$ cat src/rtl/boiler_temperature_estimator_core_defines.svh
// Assertion macros for the boiler temperature estimator.
// Included by the top level; needs nothing else.
`ifndef BOILER_TEMPERATURE_ESTIMATOR_CORE_DEFINES_SVH
`define BOILER_TEMPERATURE_ESTIMATOR_CORE_DEFINES_SVH

// Check that a condition implies another in the same cycle
`define BTE_ASSERT_IMPLY(label, clk, rst_n, ante, cons, msg) \
  label: assert property (@(posedge clk) disable iff (!rst_n) (ante) |-> (cons)) \
    else $error(msg);

// Check that a condition implies another in the next cycle
`define BTE_ASSERT_NEXT(label, clk, rst_n, ante, cons, msg) \
  label: assert property (@(posedge clk) disable iff (!rst_n) (ante) |=> (cons)) \
    else $error(msg);

`endif

$ cat src/rtl/bte_pkg.sv
// Shared types and constants of the boiler temperature estimator.
// No dependencies; used by the interfaces, the divider and the top level.
`default_nettype none

package bte_pkg;

  // Field widths
  localparam int TEMP_W = 16;
  localparam int TIME_W = 32;
  localparam int CFG_W  = 16;
  localparam int IDX_W  = 2;

  // Dividend (ms times cooling factor) and divisor widths
  localparam int PROD_W = 47;
  localparam int DIV_W  = 34;
  localparam int K_W    = 15;

  // Divisors: 20000 ms per degree heating, 10752000000 for the cooling slope
  localparam logic [DIV_W-1:0] HEAT_DIV = 34'd20000;
  localparam logic [DIV_W-1:0] COOL_DIV = 34'd10752000000;

  // Outdoor clamp span and the base of the linear cooling factor (Q8.8)
  localparam logic signed [TEMP_W-1:0] COOL_LO   = -16'sd1280;
  localparam logic signed [TEMP_W-1:0] COOL_HI   = 16'sd7680;
  localparam logic signed [TEMP_W:0]   COOL_BASE = 17'sd16640;

  // Register reset values
  localparam logic signed [TEMP_W-1:0] MAX_TEMP_RST   = 16'sd23040;
  localparam logic signed [TEMP_W-1:0] FAULT_TEMP_RST = 16'sd25600;

  // Configuration register indexes
  typedef enum logic [IDX_W-1:0] {
    REG_USE_MODEL  = 2'd0,
    REG_MAX_TEMP   = 2'd1,
    REG_FAULT_TEMP = 2'd2
  } bte_reg_t;

  // Sequencer states
  typedef enum logic [6:0] {
    ST_IDLE  = 7'b0000001,
    ST_PREP  = 7'b0000010,
    ST_MUL   = 7'b0000100,
    ST_DIV   = 7'b0001000,
    ST_UPD   = 7'b0010000,
    ST_CLAMP = 7'b0100000,
    ST_DONE  = 7'b1000000
  } bte_state_t;

  // Divider status towards the sequencer
  typedef struct packed {
    logic busy;
    logic done;
  } bte_div_stat_t;

endpackage

`default_nettype wire

$ cat src/rtl/bte_in_if.sv
// Input item channel of the boiler temperature estimator.
// Uses bte_pkg for field widths.
`default_nettype none

interface bte_in_if;
  logic                                 valid;
  logic                                 ready;
  logic signed [bte_pkg::TEMP_W-1:0]    sensor_one_temp;
  logic                                 sensor_one_valid;
  logic signed [bte_pkg::TEMP_W-1:0]    sensor_two_temp;
  logic                                 sensor_two_valid;
  logic                                 heater_on;
  logic signed [bte_pkg::TEMP_W-1:0]    outdoor_temp;
  logic        [bte_pkg::TIME_W-1:0]    now_ms;

  modport source (
    output valid, sensor_one_temp, sensor_one_valid, sensor_two_temp,
           sensor_two_valid, heater_on, outdoor_temp, now_ms,
    input  ready
  );

  modport sink (
    input  valid, sensor_one_temp, sensor_one_valid, sensor_two_temp,
           sensor_two_valid, heater_on, outdoor_temp, now_ms,
    output ready
  );
endinterface

`default_nettype wire

$ cat src/rtl/bte_out_if.sv
// Result item channel of the boiler temperature estimator.
// Uses bte_pkg for field widths.
`default_nettype none

interface bte_out_if;
  logic                              valid;
  logic                              ready;
  logic signed [bte_pkg::TEMP_W-1:0] water_temp;
  logic                              sensor_fault;
  logic                              model_seeded;

  modport source (
    output valid, water_temp, sensor_fault, model_seeded,
    input  ready
  );

  modport sink (
    input  valid, water_temp, sensor_fault, model_seeded,
    output ready
  );
endinterface

`default_nettype wire

$ cat src/rtl/boiler_temperature_estimator_core.sv
// Boiler temperature estimator core; uses bte_pkg, the item interfaces and bte_sdiv.
// In sensor mode or while unseeded an accepted item goes from PREP to DONE; a model
// update also passes MUL, DIV (the bit-serial divide), UPD and CLAMP on its way.
// One item is taken at a time, only in the idle state;
// the next item is taken while a result waits in the output register, a further one
// waits in the done state. Synchronous active-low reset restores defaults and model.
`default_nettype none

`include "boiler_temperature_estimator_core_defines.svh"

module boiler_temperature_estimator_core #(
  parameter int MODEL_FRAC_BITS = 32
) (
  input  wire logic                          clk,
  input  wire logic                          rst_n,
  bte_in_if.sink                             in_item,
  bte_out_if.source                          out_item,
  input  wire logic                          cfg_we,
  input  wire logic [bte_pkg::IDX_W-1:0]     cfg_index,
  input  wire logic [bte_pkg::CFG_W-1:0]     cfg_data
);

  localparam int TW    = bte_pkg::TEMP_W;
  localparam int SHIFT = MODEL_FRAC_BITS - 8;
  localparam int MW    = MODEL_FRAC_BITS + 8;
  localparam int QW    = MODEL_FRAC_BITS + 18;
  localparam int SW    = MODEL_FRAC_BITS + 20;
  localparam int PW    = bte_pkg::PROD_W;
  localparam int KW    = bte_pkg::K_W;

  // Configuration registers
  logic                 use_model_r;
  logic signed [TW-1:0] max_temp_r;
  logic signed [TW-1:0] fault_temp_r;

  // Sequencer
  bte_pkg::bte_state_t  state_r;

  // Latched input item
  logic signed [TW-1:0] a_r, b_r, outdoor_r;
  logic                 av_r, bv_r, heat_r;
  logic [31:0]          now_r;

  // Model state
  logic signed [MW-1:0] model_r;
  logic                 seeded_r;
  logic [31:0]          last_time_r;
  logic signed [TW-1:0] held_r;

  // Working registers
  logic [31:0]          dt_r;
  logic [KW-1:0]        k_r;
  logic signed [SW-1:0] sum_r;
  logic                 fault_r;

  // Output register
  logic                 out_valid_r;
  logic signed [TW-1:0] out_temp_r;
  logic                 out_fault_r;
  logic                 out_seeded_r;

  // Combinational helpers
  logic signed [TW:0]   pair_sum;
  logic signed [TW-1:0] mean;
  logic                 have_mean;
  logic signed [TW-1:0] c_cl;
  logic signed [TW:0]   k_full;
  logic [PW-1:0]        dividend;
  logic [bte_pkg::DIV_W-1:0] divisor;
  logic                 div_start;
  bte_pkg::bte_div_stat_t div_stat;
  logic [QW-1:0]        step;
  logic signed [SW-1:0] model_ext;
  logic signed [SW-1:0] step_ext;
  logic signed [SW-1:0] cap_ext;
  logic signed [SW-1:0] floor_ext;
  logic signed [MW-1:0] model_new;
  logic                 out_free;

  // Mean of the valid sensors, floor of the halved sum
  always_comb begin
    pair_sum  = {a_r[TW-1], a_r} + {b_r[TW-1], b_r};
    have_mean = av_r || bv_r;
    if (av_r && bv_r) begin
      mean = pair_sum[TW:1];
    end else if (av_r) begin
      mean = a_r;
    end else begin
      mean = b_r;
    end
  end

  // Cooling factor: 16640 minus the clamped outdoor temperature
  always_comb begin
    if (outdoor_r < bte_pkg::COOL_LO) begin
      c_cl = bte_pkg::COOL_LO;
    end else if (outdoor_r > bte_pkg::COOL_HI) begin
      c_cl = bte_pkg::COOL_HI;
    end else begin
      c_cl = outdoor_r;
    end
    k_full = bte_pkg::COOL_BASE - {c_cl[TW-1], c_cl};
  end

  // Divider operands
  assign dividend  = heat_r ? PW'(dt_r) : PW'(dt_r) * PW'(k_r);
  assign divisor   = heat_r ? bte_pkg::HEAT_DIV : bte_pkg::COOL_DIV;
  assign div_start = state_r == bte_pkg::ST_MUL;

  bte_sdiv #(
    .FRAC_BITS (MODEL_FRAC_BITS),
    .QUOT_W    (QW)
  ) u_sdiv (
    .clk      (clk),
    .rst_n    (rst_n),
    .start    (div_start),
    .dividend (dividend),
    .divisor  (divisor),
    .stat     (div_stat),
    .quotient (step)
  );

  // Widened operands for the update and the cap or floor compare
  always_comb begin
    model_ext = {{(SW-MW){model_r[MW-1]}}, model_r};
    step_ext  = {2'b00, step};
    cap_ext   = {{(SW-MW){max_temp_r[TW-1]}}, max_temp_r, {SHIFT{1'b0}}};
    floor_ext = {{(SW-MW){outdoor_r[TW-1]}}, outdoor_r, {SHIFT{1'b0}}};
    if (heat_r) begin
      model_new = (sum_r > cap_ext) ? cap_ext[MW-1:0] : sum_r[MW-1:0];
    end else begin
      model_new = (sum_r < floor_ext) ? floor_ext[MW-1:0] : sum_r[MW-1:0];
    end
  end

  assign out_free = !out_valid_r || out_item.ready;

  // Configuration writes
  always_ff @(posedge clk) begin
    if (!rst_n) begin
      use_model_r  <= 1'b0;
      max_temp_r   <= bte_pkg::MAX_TEMP_RST;
      fault_temp_r <= bte_pkg::FAULT_TEMP_RST;
    end else if (cfg_we) begin
      unique case (bte_pkg::bte_reg_t'(cfg_index))
        bte_pkg::REG_USE_MODEL:  use_model_r  <= cfg_data[0];
        bte_pkg::REG_MAX_TEMP:   max_temp_r   <= cfg_data;
        bte_pkg::REG_FAULT_TEMP: fault_temp_r <= cfg_data;
        default: ;
      endcase
    end
  end

  // Latch the accepted item
  always_ff @(posedge clk) begin
    if (in_item.valid && in_item.ready) begin
      a_r       <= in_item.sensor_one_temp;
      av_r      <= in_item.sensor_one_valid;
      b_r       <= in_item.sensor_two_temp;
      bv_r      <= in_item.sensor_two_valid;
      heat_r    <= in_item.heater_on;
      outdoor_r <= in_item.outdoor_temp;
      now_r     <= in_item.now_ms;
    end
  end

  // Working registers
  always_ff @(posedge clk) begin
    if (state_r == bte_pkg::ST_PREP) begin
      dt_r    <= now_r - last_time_r;
      k_r     <= k_full[KW-1:0];
      fault_r <= !have_mean;
    end
    if (state_r == bte_pkg::ST_UPD) begin
      sum_r <= heat_r ? model_ext + step_ext : model_ext - step_ext;
    end
  end

  // Sequencer and model state
  always_ff @(posedge clk) begin
    if (!rst_n) begin
      state_r     <= bte_pkg::ST_IDLE;
      model_r     <= '0;
      seeded_r    <= 1'b0;
      last_time_r <= '0;
      held_r      <= '0;
    end else begin
      unique case (state_r)
        bte_pkg::ST_IDLE: begin
          if (in_item.valid) begin
            state_r <= bte_pkg::ST_PREP;
          end
        end
        bte_pkg::ST_PREP: begin
          if (!use_model_r) begin
            held_r   <= have_mean ? mean : fault_temp_r;
            seeded_r <= 1'b0;
            state_r  <= bte_pkg::ST_DONE;
          end else if (!seeded_r) begin
            if (have_mean) begin
              model_r     <= {mean, {SHIFT{1'b0}}};
              seeded_r    <= 1'b1;
              last_time_r <= now_r;
            end
            state_r <= bte_pkg::ST_DONE;
          end else begin
            last_time_r <= now_r;
            state_r     <= bte_pkg::ST_MUL;
          end
        end
        bte_pkg::ST_MUL: begin
          state_r <= bte_pkg::ST_DIV;
        end
        bte_pkg::ST_DIV: begin
          if (div_stat.done) begin
            state_r <= bte_pkg::ST_UPD;
          end
        end
        bte_pkg::ST_UPD: begin
          state_r <= bte_pkg::ST_CLAMP;
        end
        bte_pkg::ST_CLAMP: begin
          model_r <= model_new;
          held_r  <= model_new[MW-1:SHIFT];
          state_r <= bte_pkg::ST_DONE;
        end
        bte_pkg::ST_DONE: begin
          if (out_free) begin
            state_r <= bte_pkg::ST_IDLE;
          end
        end
        default: state_r <= bte_pkg::ST_IDLE;
      endcase
    end
  end

  // Output register: load when free, drop valid once the item is taken
  always_ff @(posedge clk) begin
    if (!rst_n) begin
      out_valid_r <= 1'b0;
    end else if (state_r == bte_pkg::ST_DONE && out_free) begin
      out_valid_r <= 1'b1;
    end else if (out_item.ready) begin
      out_valid_r <= 1'b0;
    end
  end

  always_ff @(posedge clk) begin
    if (state_r == bte_pkg::ST_DONE && out_free) begin
      out_temp_r   <= held_r;
      out_fault_r  <= fault_r;
      out_seeded_r <= seeded_r;
    end
  end

  assign in_item.ready         = rst_n && state_r == bte_pkg::ST_IDLE;
  assign out_item.valid        = out_valid_r;
  assign out_item.water_temp   = out_temp_r;
  assign out_item.sensor_fault = out_fault_r;
  assign out_item.model_seeded = out_seeded_r;

  // Checks
  `BTE_ASSERT_IMPLY(a_ready_div_idle, clk, rst_n, in_item.ready, !div_stat.busy, "ready while divider busy")
  `BTE_ASSERT_IMPLY(a_done_in_div, clk, rst_n, div_stat.done, state_r == bte_pkg::ST_DIV, "divider done outside divide state")
  `BTE_ASSERT_NEXT(a_start_busy, clk, rst_n, div_start, div_stat.busy, "divider not busy after start")

endmodule

`default_nettype wire

$ cat src/rtl/bte_sdiv.sv
// Bit-serial restoring divider: floor(dividend * 2^FRAC_BITS / divisor).
// One quotient bit per cycle; uses bte_pkg for widths and the status struct.
`default_nettype none

module bte_sdiv #(
  parameter int FRAC_BITS = 32,
  parameter int QUOT_W    = 50
) (
  input  wire logic                         clk,
  input  wire logic                         rst_n,
  input  wire logic                         start,
  input  wire logic [bte_pkg::PROD_W-1:0]   dividend,
  input  wire logic [bte_pkg::DIV_W-1:0]    divisor,
  output bte_pkg::bte_div_stat_t            stat,
  output logic      [QUOT_W-1:0]            quotient
);

  localparam int PW    = bte_pkg::PROD_W;
  localparam int DW    = bte_pkg::DIV_W;
  localparam int STEPS = PW + FRAC_BITS;
  localparam int CNT_W = $clog2(STEPS);

  logic [PW-1:0]    num_r;
  logic [DW-1:0]    den_r;
  logic [DW-1:0]    rem_r;
  logic [QUOT_W-1:0] quot_r;
  logic [CNT_W-1:0] cnt_r;
  logic             busy_r;

  logic [DW:0]      trial;
  logic [DW:0]      diff;
  logic             take;
  logic             last;

  // Shift the next dividend bit into the partial remainder and try the subtract
  always_comb begin
    trial = {rem_r, num_r[PW-1]};
    diff  = trial - {1'b0, den_r};
    take  = trial >= {1'b0, den_r};
    last  = cnt_r == CNT_W'(STEPS - 1);
  end

  // Control: load on start, count the steps, drop busy after the last one
  always_ff @(posedge clk) begin
    if (!rst_n) begin
      busy_r <= 1'b0;
      cnt_r  <= '0;
    end else if (start) begin
      busy_r <= 1'b1;
      cnt_r  <= '0;
    end else if (busy_r) begin
      cnt_r <= cnt_r + 1'b1;
      if (last) begin
        busy_r <= 1'b0;
      end
    end
  end

  // Datapath: remainder, dividend and quotient shift registers
  always_ff @(posedge clk) begin
    if (start) begin
      num_r  <= dividend;
      den_r  <= divisor;
      rem_r  <= '0;
      quot_r <= '0;
    end else if (busy_r) begin
      num_r  <= {num_r[PW-2:0], 1'b0};
      rem_r  <= take ? diff[DW-1:0] : trial[DW-1:0];
      quot_r <= {quot_r[QUOT_W-2:0], take};
    end
  end

  assign stat     = '{busy: busy_r, done: busy_r && last};
  assign quotient = quot_r;

endmodule

`default_nettype wire
$ cat src/flat_wrapper.sv
// flat-port wrapper written by rule: the top's interface ports become plain ports
module boiler_temperature_estimator_core_flat 
#(
  parameter int MODEL_FRAC_BITS = 32
)
  (clk, rst_n, cfg_we, cfg_index, cfg_data, in_item_valid, in_item_sensor_one_temp, in_item_sensor_one_valid, in_item_sensor_two_temp, in_item_sensor_two_valid, in_item_heater_on, in_item_outdoor_temp, in_item_now_ms, in_item_ready, out_item_valid, out_item_water_temp, out_item_sensor_fault, out_item_model_seeded, out_item_ready);
  bte_in_if in_item_i ();
  bte_out_if out_item_i ();
  input  wire logic clk;
  input  wire logic rst_n;
  input  wire logic cfg_we;
  input  wire logic [bte_pkg::IDX_W-1:0] cfg_index;
  input  wire logic [bte_pkg::CFG_W-1:0] cfg_data;
  input wire logic [$bits(in_item_i.valid)-1:0] in_item_valid;
  input wire logic [$bits(in_item_i.sensor_one_temp)-1:0] in_item_sensor_one_temp;
  input wire logic [$bits(in_item_i.sensor_one_valid)-1:0] in_item_sensor_one_valid;
  input wire logic [$bits(in_item_i.sensor_two_temp)-1:0] in_item_sensor_two_temp;
  input wire logic [$bits(in_item_i.sensor_two_valid)-1:0] in_item_sensor_two_valid;
  input wire logic [$bits(in_item_i.heater_on)-1:0] in_item_heater_on;
  input wire logic [$bits(in_item_i.outdoor_temp)-1:0] in_item_outdoor_temp;
  input wire logic [$bits(in_item_i.now_ms)-1:0] in_item_now_ms;
  output wire logic [$bits(in_item_i.ready)-1:0] in_item_ready;
  output wire logic [$bits(out_item_i.valid)-1:0] out_item_valid;
  output wire logic [$bits(out_item_i.water_temp)-1:0] out_item_water_temp;
  output wire logic [$bits(out_item_i.sensor_fault)-1:0] out_item_sensor_fault;
  output wire logic [$bits(out_item_i.model_seeded)-1:0] out_item_model_seeded;
  input wire logic [$bits(out_item_i.ready)-1:0] out_item_ready;
  assign in_item_i.valid = in_item_valid;
  assign in_item_i.sensor_one_temp = in_item_sensor_one_temp;
  assign in_item_i.sensor_one_valid = in_item_sensor_one_valid;
  assign in_item_i.sensor_two_temp = in_item_sensor_two_temp;
  assign in_item_i.sensor_two_valid = in_item_sensor_two_valid;
  assign in_item_i.heater_on = in_item_heater_on;
  assign in_item_i.outdoor_temp = in_item_outdoor_temp;
  assign in_item_i.now_ms = in_item_now_ms;
  assign in_item_ready = in_item_i.ready;
  assign out_item_valid = out_item_i.valid;
  assign out_item_water_temp = out_item_i.water_temp;
  assign out_item_sensor_fault = out_item_i.sensor_fault;
  assign out_item_model_seeded = out_item_i.model_seeded;
  assign out_item_i.ready = out_item_ready;
  boiler_temperature_estimator_core #(.MODEL_FRAC_BITS(MODEL_FRAC_BITS)) u_core (.clk(clk), .rst_n(rst_n), .in_item(in_item_i), .out_item(out_item_i), .cfg_we(cfg_we), .cfg_index(cfg_index), .cfg_data(cfg_data));
endmodule
$ cat config.mk
export PLATFORM = sky130hd
export DESIGN_NAME = boiler_temperature_estimator_core_flat
export DESIGN_NICKNAME = d
export VERILOG_FILES = /design/src/rtl/bte_pkg.sv /design/src/rtl/bte_in_if.sv /design/src/rtl/bte_out_if.sv /design/src/rtl/boiler_temperature_estimator_core.sv /design/src/rtl/bte_sdiv.sv /design/src/flat_wrapper.sv
export VERILOG_INCLUDE_DIRS = /design/src /design/src/rtl
export SDC_FILE = /design/constraint.sdc
export NUM_CORES = 2
export LEC_CHECK = 0
export BUFFER_PORTS_ARGS = -buffer_cell sky130_fd_sc_hd__buf_2
export CAP_MARGIN = 20
export CORE_MARGIN = 2
export CORE_UTILIZATION = 38
export CTS_BUF_LIST = sky130_fd_sc_hd__clkbuf_8
export DETAILED_ROUTE_END_ITERATION = 12
export SLEW_MARGIN = 20
export SYNTH_ARGS = -nofsm -noshare
export SYNTH_HDL_FRONTEND = slang
export SYNTH_SLANG_ARGS = --single-unit
export TNS_END_PERCENT = 100
$ cat constraint.sdc
create_clock -name clk -period 6.63 [get_ports clk]
set_input_delay 1.326 -clock clk [delete_from_list [all_inputs] [get_ports clk]]
set_output_delay 1.326 -clock clk [all_outputs]
set_load 0.005 [all_outputs]
==> impl_table.tex <==
\begin{tabular}{lr}
\hline
Metric & Value \\
\hline
\multicolumn{2}{l}{\textbf{Clock tree}} \\
\quad Number of levels in the clock H-tree & 3 \\
\quad Hold\_buf cts & 0 \\
\quad Clock buffer count from CTS & 89 \\
\quad Sinks on the clock net & 472 \\
\quad Clock Root Buffer & sky130\_fd\_sc\_hd\_\_clkbuf\_8 \\
\quad Clock tree from TritonCTS & done \\
\quad Buffer depth of the longest clock path & 3 \\
\quad Clock transition at path regs & about 0.060 ns \\
\quad Skew-Pair Late Insertion Delay & 0.74 ns \\
\multicolumn{2}{l}{\textbf{Yosys}} \\
\quad Fraction of the yosys area taken by sequential cells & 29.0\% \\
\quad Post-synthesis cell type with the largest combined area & sky130\_fd\_sc\_hd\_\_fa\_1 \\
\quad Area fraction of the dominant cell type after synthesis & 19.0\% \\
\quad YS warnings & 0 \\
\quad Mean Syn Cell Area & 9.23 sq um \\
\quad Number of enable-type register cells in the synthesized netlist & 250 \\
\quad Flip-flop and latch count after synthesis & around 470 \\
\quad Area of the mapped netlist & 41200 sq um \\
\quad Share of synthesized area spent on multiplexers & under 10\% \\
\quad Post-synthesis share of cell area spent on and, or, nand and nor gates & 16.2\% \\
\quad Syn Nets & 5249 \\
\quad Cell types occupying the most area after synthesis & sky130\_fd\_sc\_hd\_\_fa\_1, sky130\_fd\_sc\_hd\_\_edfxtp\_1, sky130\_fd\_sc\_hd\_\_dfxtp\_1 \\
\quad Predominant post-synthesis flop cell & sky130\_fd\_sc\_hd\_\_edfxtp\_1 \\
\quad Main combinational cell family by area after synthesis & adder cells \\
\quad Share of flip-flops with an asynchronous set or reset after synthesis & 0\% \\
\quad Library cells used by synthesis & 83 \\
\quad Post-Synth XOR/XNOR Area & about 4.5\% \\
\quad Compound-Gate Fraction of Synth Area & 13.2\% \\
\quad Instance count of the mapped netlist & 4470 \\
\quad Post-synthesis adder-cell area fraction & 27.5\% \\
\multicolumn{2}{l}{\textbf{Power and ir drop}} \\
\quad Internal Dissipation & 9.76 mW \\
\quad Fraction of power spent switching nets & just over 40\% \\
\quad Switching power & 6.92 mW \\
\quad Sequential power share & 19.6\% \\
\quad VDD IR-drop max & about 0.49 mV \\
\quad PwrDens & 351 nW/um\^{}2 \\
\quad Proportion of power drawn by the clock network & a little under a fifth \\
\quad P\_leak & a little over 20 nW \\
\quad Part of the total power dissipated in combinational logic & 61.3\% \\
\multicolumn{2}{l}{\textbf{Place}} \\
\quad Buffers on Ports & 125 \\
\quad Post-detail-place hpwl & 88000 microns \\
\quad Weighted congestion reported at the end of routability-driven placement & $\sim$0.88 \\
\quad Worst slack after detailed placement & -0.348 ns \\
\quad Cell area after placement & 44700 sq um \\
\multicolumn{2}{l}{\textbf{STA}} \\
\quad Shortest clock period the worst path allows after layout & about 6.6 ns \\
\quad Setup violation total in the final timing report & 0 \\
\quad Max Fclk & 153 MHz \\
\quad Unrepaired setup endpoints after global routing & yes \\
\quad Transition time of the tightest slew-check pin & 1.09 ns \\
\quad Post-route clock period utilization & 98.9\% \\
\quad Worst rel slew slack & 25.7\% \\
\quad Total count of max-transition violations in the final report & 0 \\
\quad Final hold viol count & 0 \\
\quad Final setup skew & 0.0672 ns \\
\quad Worst setup margin & 0.0749 ns \\
\multicolumn{2}{l}{\textbf{Drt}} \\
\quad 1st-pass router iterations & 5 \\
\quad Detailed Route WL & around 110000 microns \\
\quad Final routed wire length divided by cell count & 18.4 microns \\
\quad Vias after detailed routing & 32400 \\
\quad Routed via count divided by cell count & 5.22 \\
\quad 1st-iter DRT viols & 2115 \\
\quad DRC & 0 \\
\quad Antenna-violating nets left & 0 \\
\multicolumn{2}{l}{\textbf{Cells and area}} \\
\quad Number of fillers in the final layout & 10300 \\
\quad Layout cell share with drive strength beyond 1 & 13.1\% \\
\quad Most common cell after layout, fill and taps aside & sky130\_fd\_sc\_hd\_\_inv\_1 \\
\quad Highest-count cells in the layout ignoring fill and taps & sky130\_fd\_sc\_hd\_\_inv\_1, sky130\_fd\_sc\_hd\_\_nand2\_1, sky130\_fd\_sc\_hd\_\_fa\_1, sky130\_fd\_sc\_hd\_\_a21oi\_1, sky130\_fd\_sc\_hd\_\_nor2\_1 \\
\quad Combined area of the multi-input logic cells & 27100 sq um \\
\quad Post-layout net count & 5503 \\
\quad Post-layout instance area & 47500 sq um \\
\quad Sequential cell area in the final layout & 12000 sq um \\
\quad Final cell utilization of the core & 44.3\% \\
\quad Area growth from synthesis to layout & 15.3\% \\
\multicolumn{2}{l}{\textbf{Die}} \\
\quad Standard-cell rows & between 100 and 150 \\
\quad Core Footprint & 107000 sq um \\
\quad Horizontal extent of the die & 333 microns \\
\quad Die height & 333 microns \\
\quad Starting Density & 38.4\% \\
\quad Die footprint & about 110000 sq um \\
\quad Number of I/O pins & 126 \\
\multicolumn{2}{l}{\textbf{Setup path}} \\
\quad Crit start category & flip-flop \\
\quad Critical path startpoint & u\_core.k\_r[2] \\
\quad Largest driver fanout on the critical path & 5 \\
\quad Setup slack on the worst flop-to-flop path & 0.07 ns \\
\quad Critical path data required time & a little over 7 ns \\
\quad Sort of element at the end of the critical path & flip-flop \\
\quad Startpoint-to-endpoint class of the critical path & reg2reg \\
\quad Endpoint of the most critical setup path & u\_core.u\_sdiv.num\_r[40] \\
\quad Depth of the worst register-to-register path & 24 \\
\quad Arrival time of data at the critical path endpoint & 7.03 ns \\
\quad Endpoint of the lowest-slack register-to-register path & u\_core.u\_sdiv.num\_r[40] \\
\quad Reg2Reg Launch Point & u\_core.k\_r[2] \\
\multicolumn{2}{l}{\textbf{Run}} \\
\quad \# Max-Cap Violations & 0 \\
\multicolumn{2}{l}{\textbf{Global routing}} \\
\quad Overflow left after global routing & 0 \\
\quad Number of global-route vias before repair & 32000 \\
\quad Maximum number of pins on one net before global-route repair & between 100 and 150 \\
\quad Global-route wire length before repair & 179000 microns \\
\quad Antenna violations before repair & 8 \\
\quad Total routing usage reported by global routing & about a fifth \\
\multicolumn{2}{l}{\textbf{Status}} \\
\quad Outcome & finished, final reports clean \\
\multicolumn{2}{l}{\textbf{Worst hold path}} \\
\quad Path type of the worst min-delay path & reg2reg \\
\hline
\end{tabular}
[cell families (layout without fill, tap and decap cells)]
| group | Yosys count | in the layout |
|---|---|---|
| AOI/OAI and AO/OA | 860 | 860 |
| other | 0 | 1 |
| xor gates and xnor gates | 213 | 213 |
| muxes | 110 | 110 |
| and+or+nand+nor | 1401 | 1401 |
| adders and majority gates | 673 | 673 |
| buffers and inverters | 741 | 1070 |
| DFF | 472 | 472 |
[state kept, by name, summed over array words and instances (netlist names), 16 cells and up]
name,count
u_core.a_r,16
u_core.b_r,16
u_core.dt_r,32
u_core.fault_temp_r,16
u_core.held_r,16
u_core.last_time_r,32
u_core.max_temp_r,16
u_core.model_r,40
u_core.now_r,32
u_core.out_item.water_temp,16
u_core.outdoor_r,16
u_core.sum_r,52
u_core.u_sdiv.num_r,47
u_core.u_sdiv.quotient,50
u_core.u_sdiv.rem_r,34
[layout make-up]
cell class              instances  share of cell area (%)
diodes                          1                 0.00526
repair buffers                356                    5.79
flip-flops and latches        472                    25.1
inverters                     548                    4.33
clock inverters                61                    1.10
clock buffers                 105                    3.04
well taps                    1403                    3.69
multi-input cells            3257                    56.9
[stage by stage]
| step | hold WS (ns) | std cells | power (mW) | TNS (ns) |
|---|---|---|---|---|
| 6_report | 0.426 | 6203 | 16.7 | 0 |
| 5_1_grt | 0.444 | 6203 | 18.0 | -1.14 |
| 4_1_cts | 0.431 | 6183 | 15.9 | -0.0129 |
| 3_5_place_dp | 0.417 | 6009 | 12.1 | -2.92 |
| 3_3_place_gp | 0.406 | 6009 | 12.1 | -2.36 |
| 2_1_floorplan | 0.400 | 4470 | 9.02 | 0 |
[power groups by stage]
stage,logic [mW],clock network (mW),registers [mW]
2_1_floorplan,5.72,0,3.30
3_3_place_gp,8.78,0,3.33
3_5_place_dp,8.79,0,3.33
4_1_cts,9.32,3.27,3.27
5_1_grt,11.3,3.39,3.28
6_report,10.2,3.19,3.27
[worst min-delay path by stage]
stage / startpoint / to / slack [ns] / cells after the start
after floorplan: u_core.fault_r / u_core.out_item.sensor_fault / 0.40 / 0
after global placement: u_core.fault_r / u_core.out_item.sensor_fault / 0.41 / 0
after detailed placement: u_core.held_r[0] / u_core.out_item.water_temp[0] / 0.42 / 0
after CTS: u_core.fault_r / u_core.out_item.sensor_fault / 0.43 / 0
after global routing: u_core.fault_r / u_core.out_item.sensor_fault / 0.44 / 0
final: u_core.fault_r / u_core.out_item.sensor_fault / 0.43 / 0
[synth_stat cells, drive strengths merged, types with 9 or more instances]
| cell type | n |
|---|---|
| inv | 546 |
| nand2 | 537 |
| fa | 391 |
| a21oi | 316 |
| ha | 282 |
| nor2 | 282 |
| and2 | 280 |
| edfxtp | 250 |
| dfxtp | 222 |
| clkbuf | 173 |
| o21ai | 165 |
| xnor2 | 123 |
| mux2i | 96 |
| xor2 | 90 |
| nor3 | 67 |
| a21o | 66 |
| a211oi | 59 |
| o21a | 42 |
| nand3 | 40 |
| a22o | 38 |
| nor4 | 29 |
| nor2b | 28 |
| and3 | 25 |
| nand2b | 25 |
| nand4 | 25 |
| o211ai | 25 |
| buf | 20 |
| a31oi | 19 |
| or3 | 16 |
| o21bai | 14 |
| mux2 | 13 |
| o22ai | 12 |
| o31a | 11 |
| a2111oi | 10 |
| o31ai | 10 |
| a21boi | 9 |
[metal layers]
layer,part of all wire (%),up-vias,GRT usage [%]
li1,-,15500,-
met2,45,891,32.3
met3,6.0,204,3.59
met4,3.7,2,7.73
met1,45,15700,28.0
met5,0.011,-,0
[critical path, stage by stage (launching register included)]
cell and delay, ns:
sky130_fd_sc_hd__edfxtp_1 0.47, sky130_fd_sc_hd__buf_6 0.18, sky130_fd_sc_hd__clkbuf_16 0.15, sky130_fd_sc_hd__and2_4 0.13, sky130_fd_sc_hd__fa_1 0.50, sky130_fd_sc_hd__inv_1 0.05
sky130_fd_sc_hd__fa_1 0.48, sky130_fd_sc_hd__inv_1 0.05, sky130_fd_sc_hd__fa_1 0.49, sky130_fd_sc_hd__fa_1 0.44, sky130_fd_sc_hd__fa_1 0.56, sky130_fd_sc_hd__inv_2 0.05
sky130_fd_sc_hd__fa_1 0.59, sky130_fd_sc_hd__inv_2 0.06, sky130_fd_sc_hd__ha_4 0.27, sky130_fd_sc_hd__and4_4 0.25, sky130_fd_sc_hd__nand2_2 0.06, sky130_fd_sc_hd__o211ai_1 0.36
sky130_fd_sc_hd__a211oi_4 0.17, sky130_fd_sc_hd__o21ba_4 0.26, sky130_fd_sc_hd__o21bai_4 0.12, sky130_fd_sc_hd__and4_1 0.22, sky130_fd_sc_hd__o22ai_2 0.07, sky130_fd_sc_hd__xnor2_1 0.13
sky130_fd_sc_hd__a22o_1 0.19
[timing repair]
| action | 4_1_cts | 5_1_grt |
|---|---|---|
| gates cloned | 0 | 3 |
| buffers inserted | 8 | 18 |
| setup endpoints to repair | 17 | 25 |
| gates resized for setup | 35 | 93 |
| pin swaps | 21 | 102 |
(Power assumes the default switching activity.)
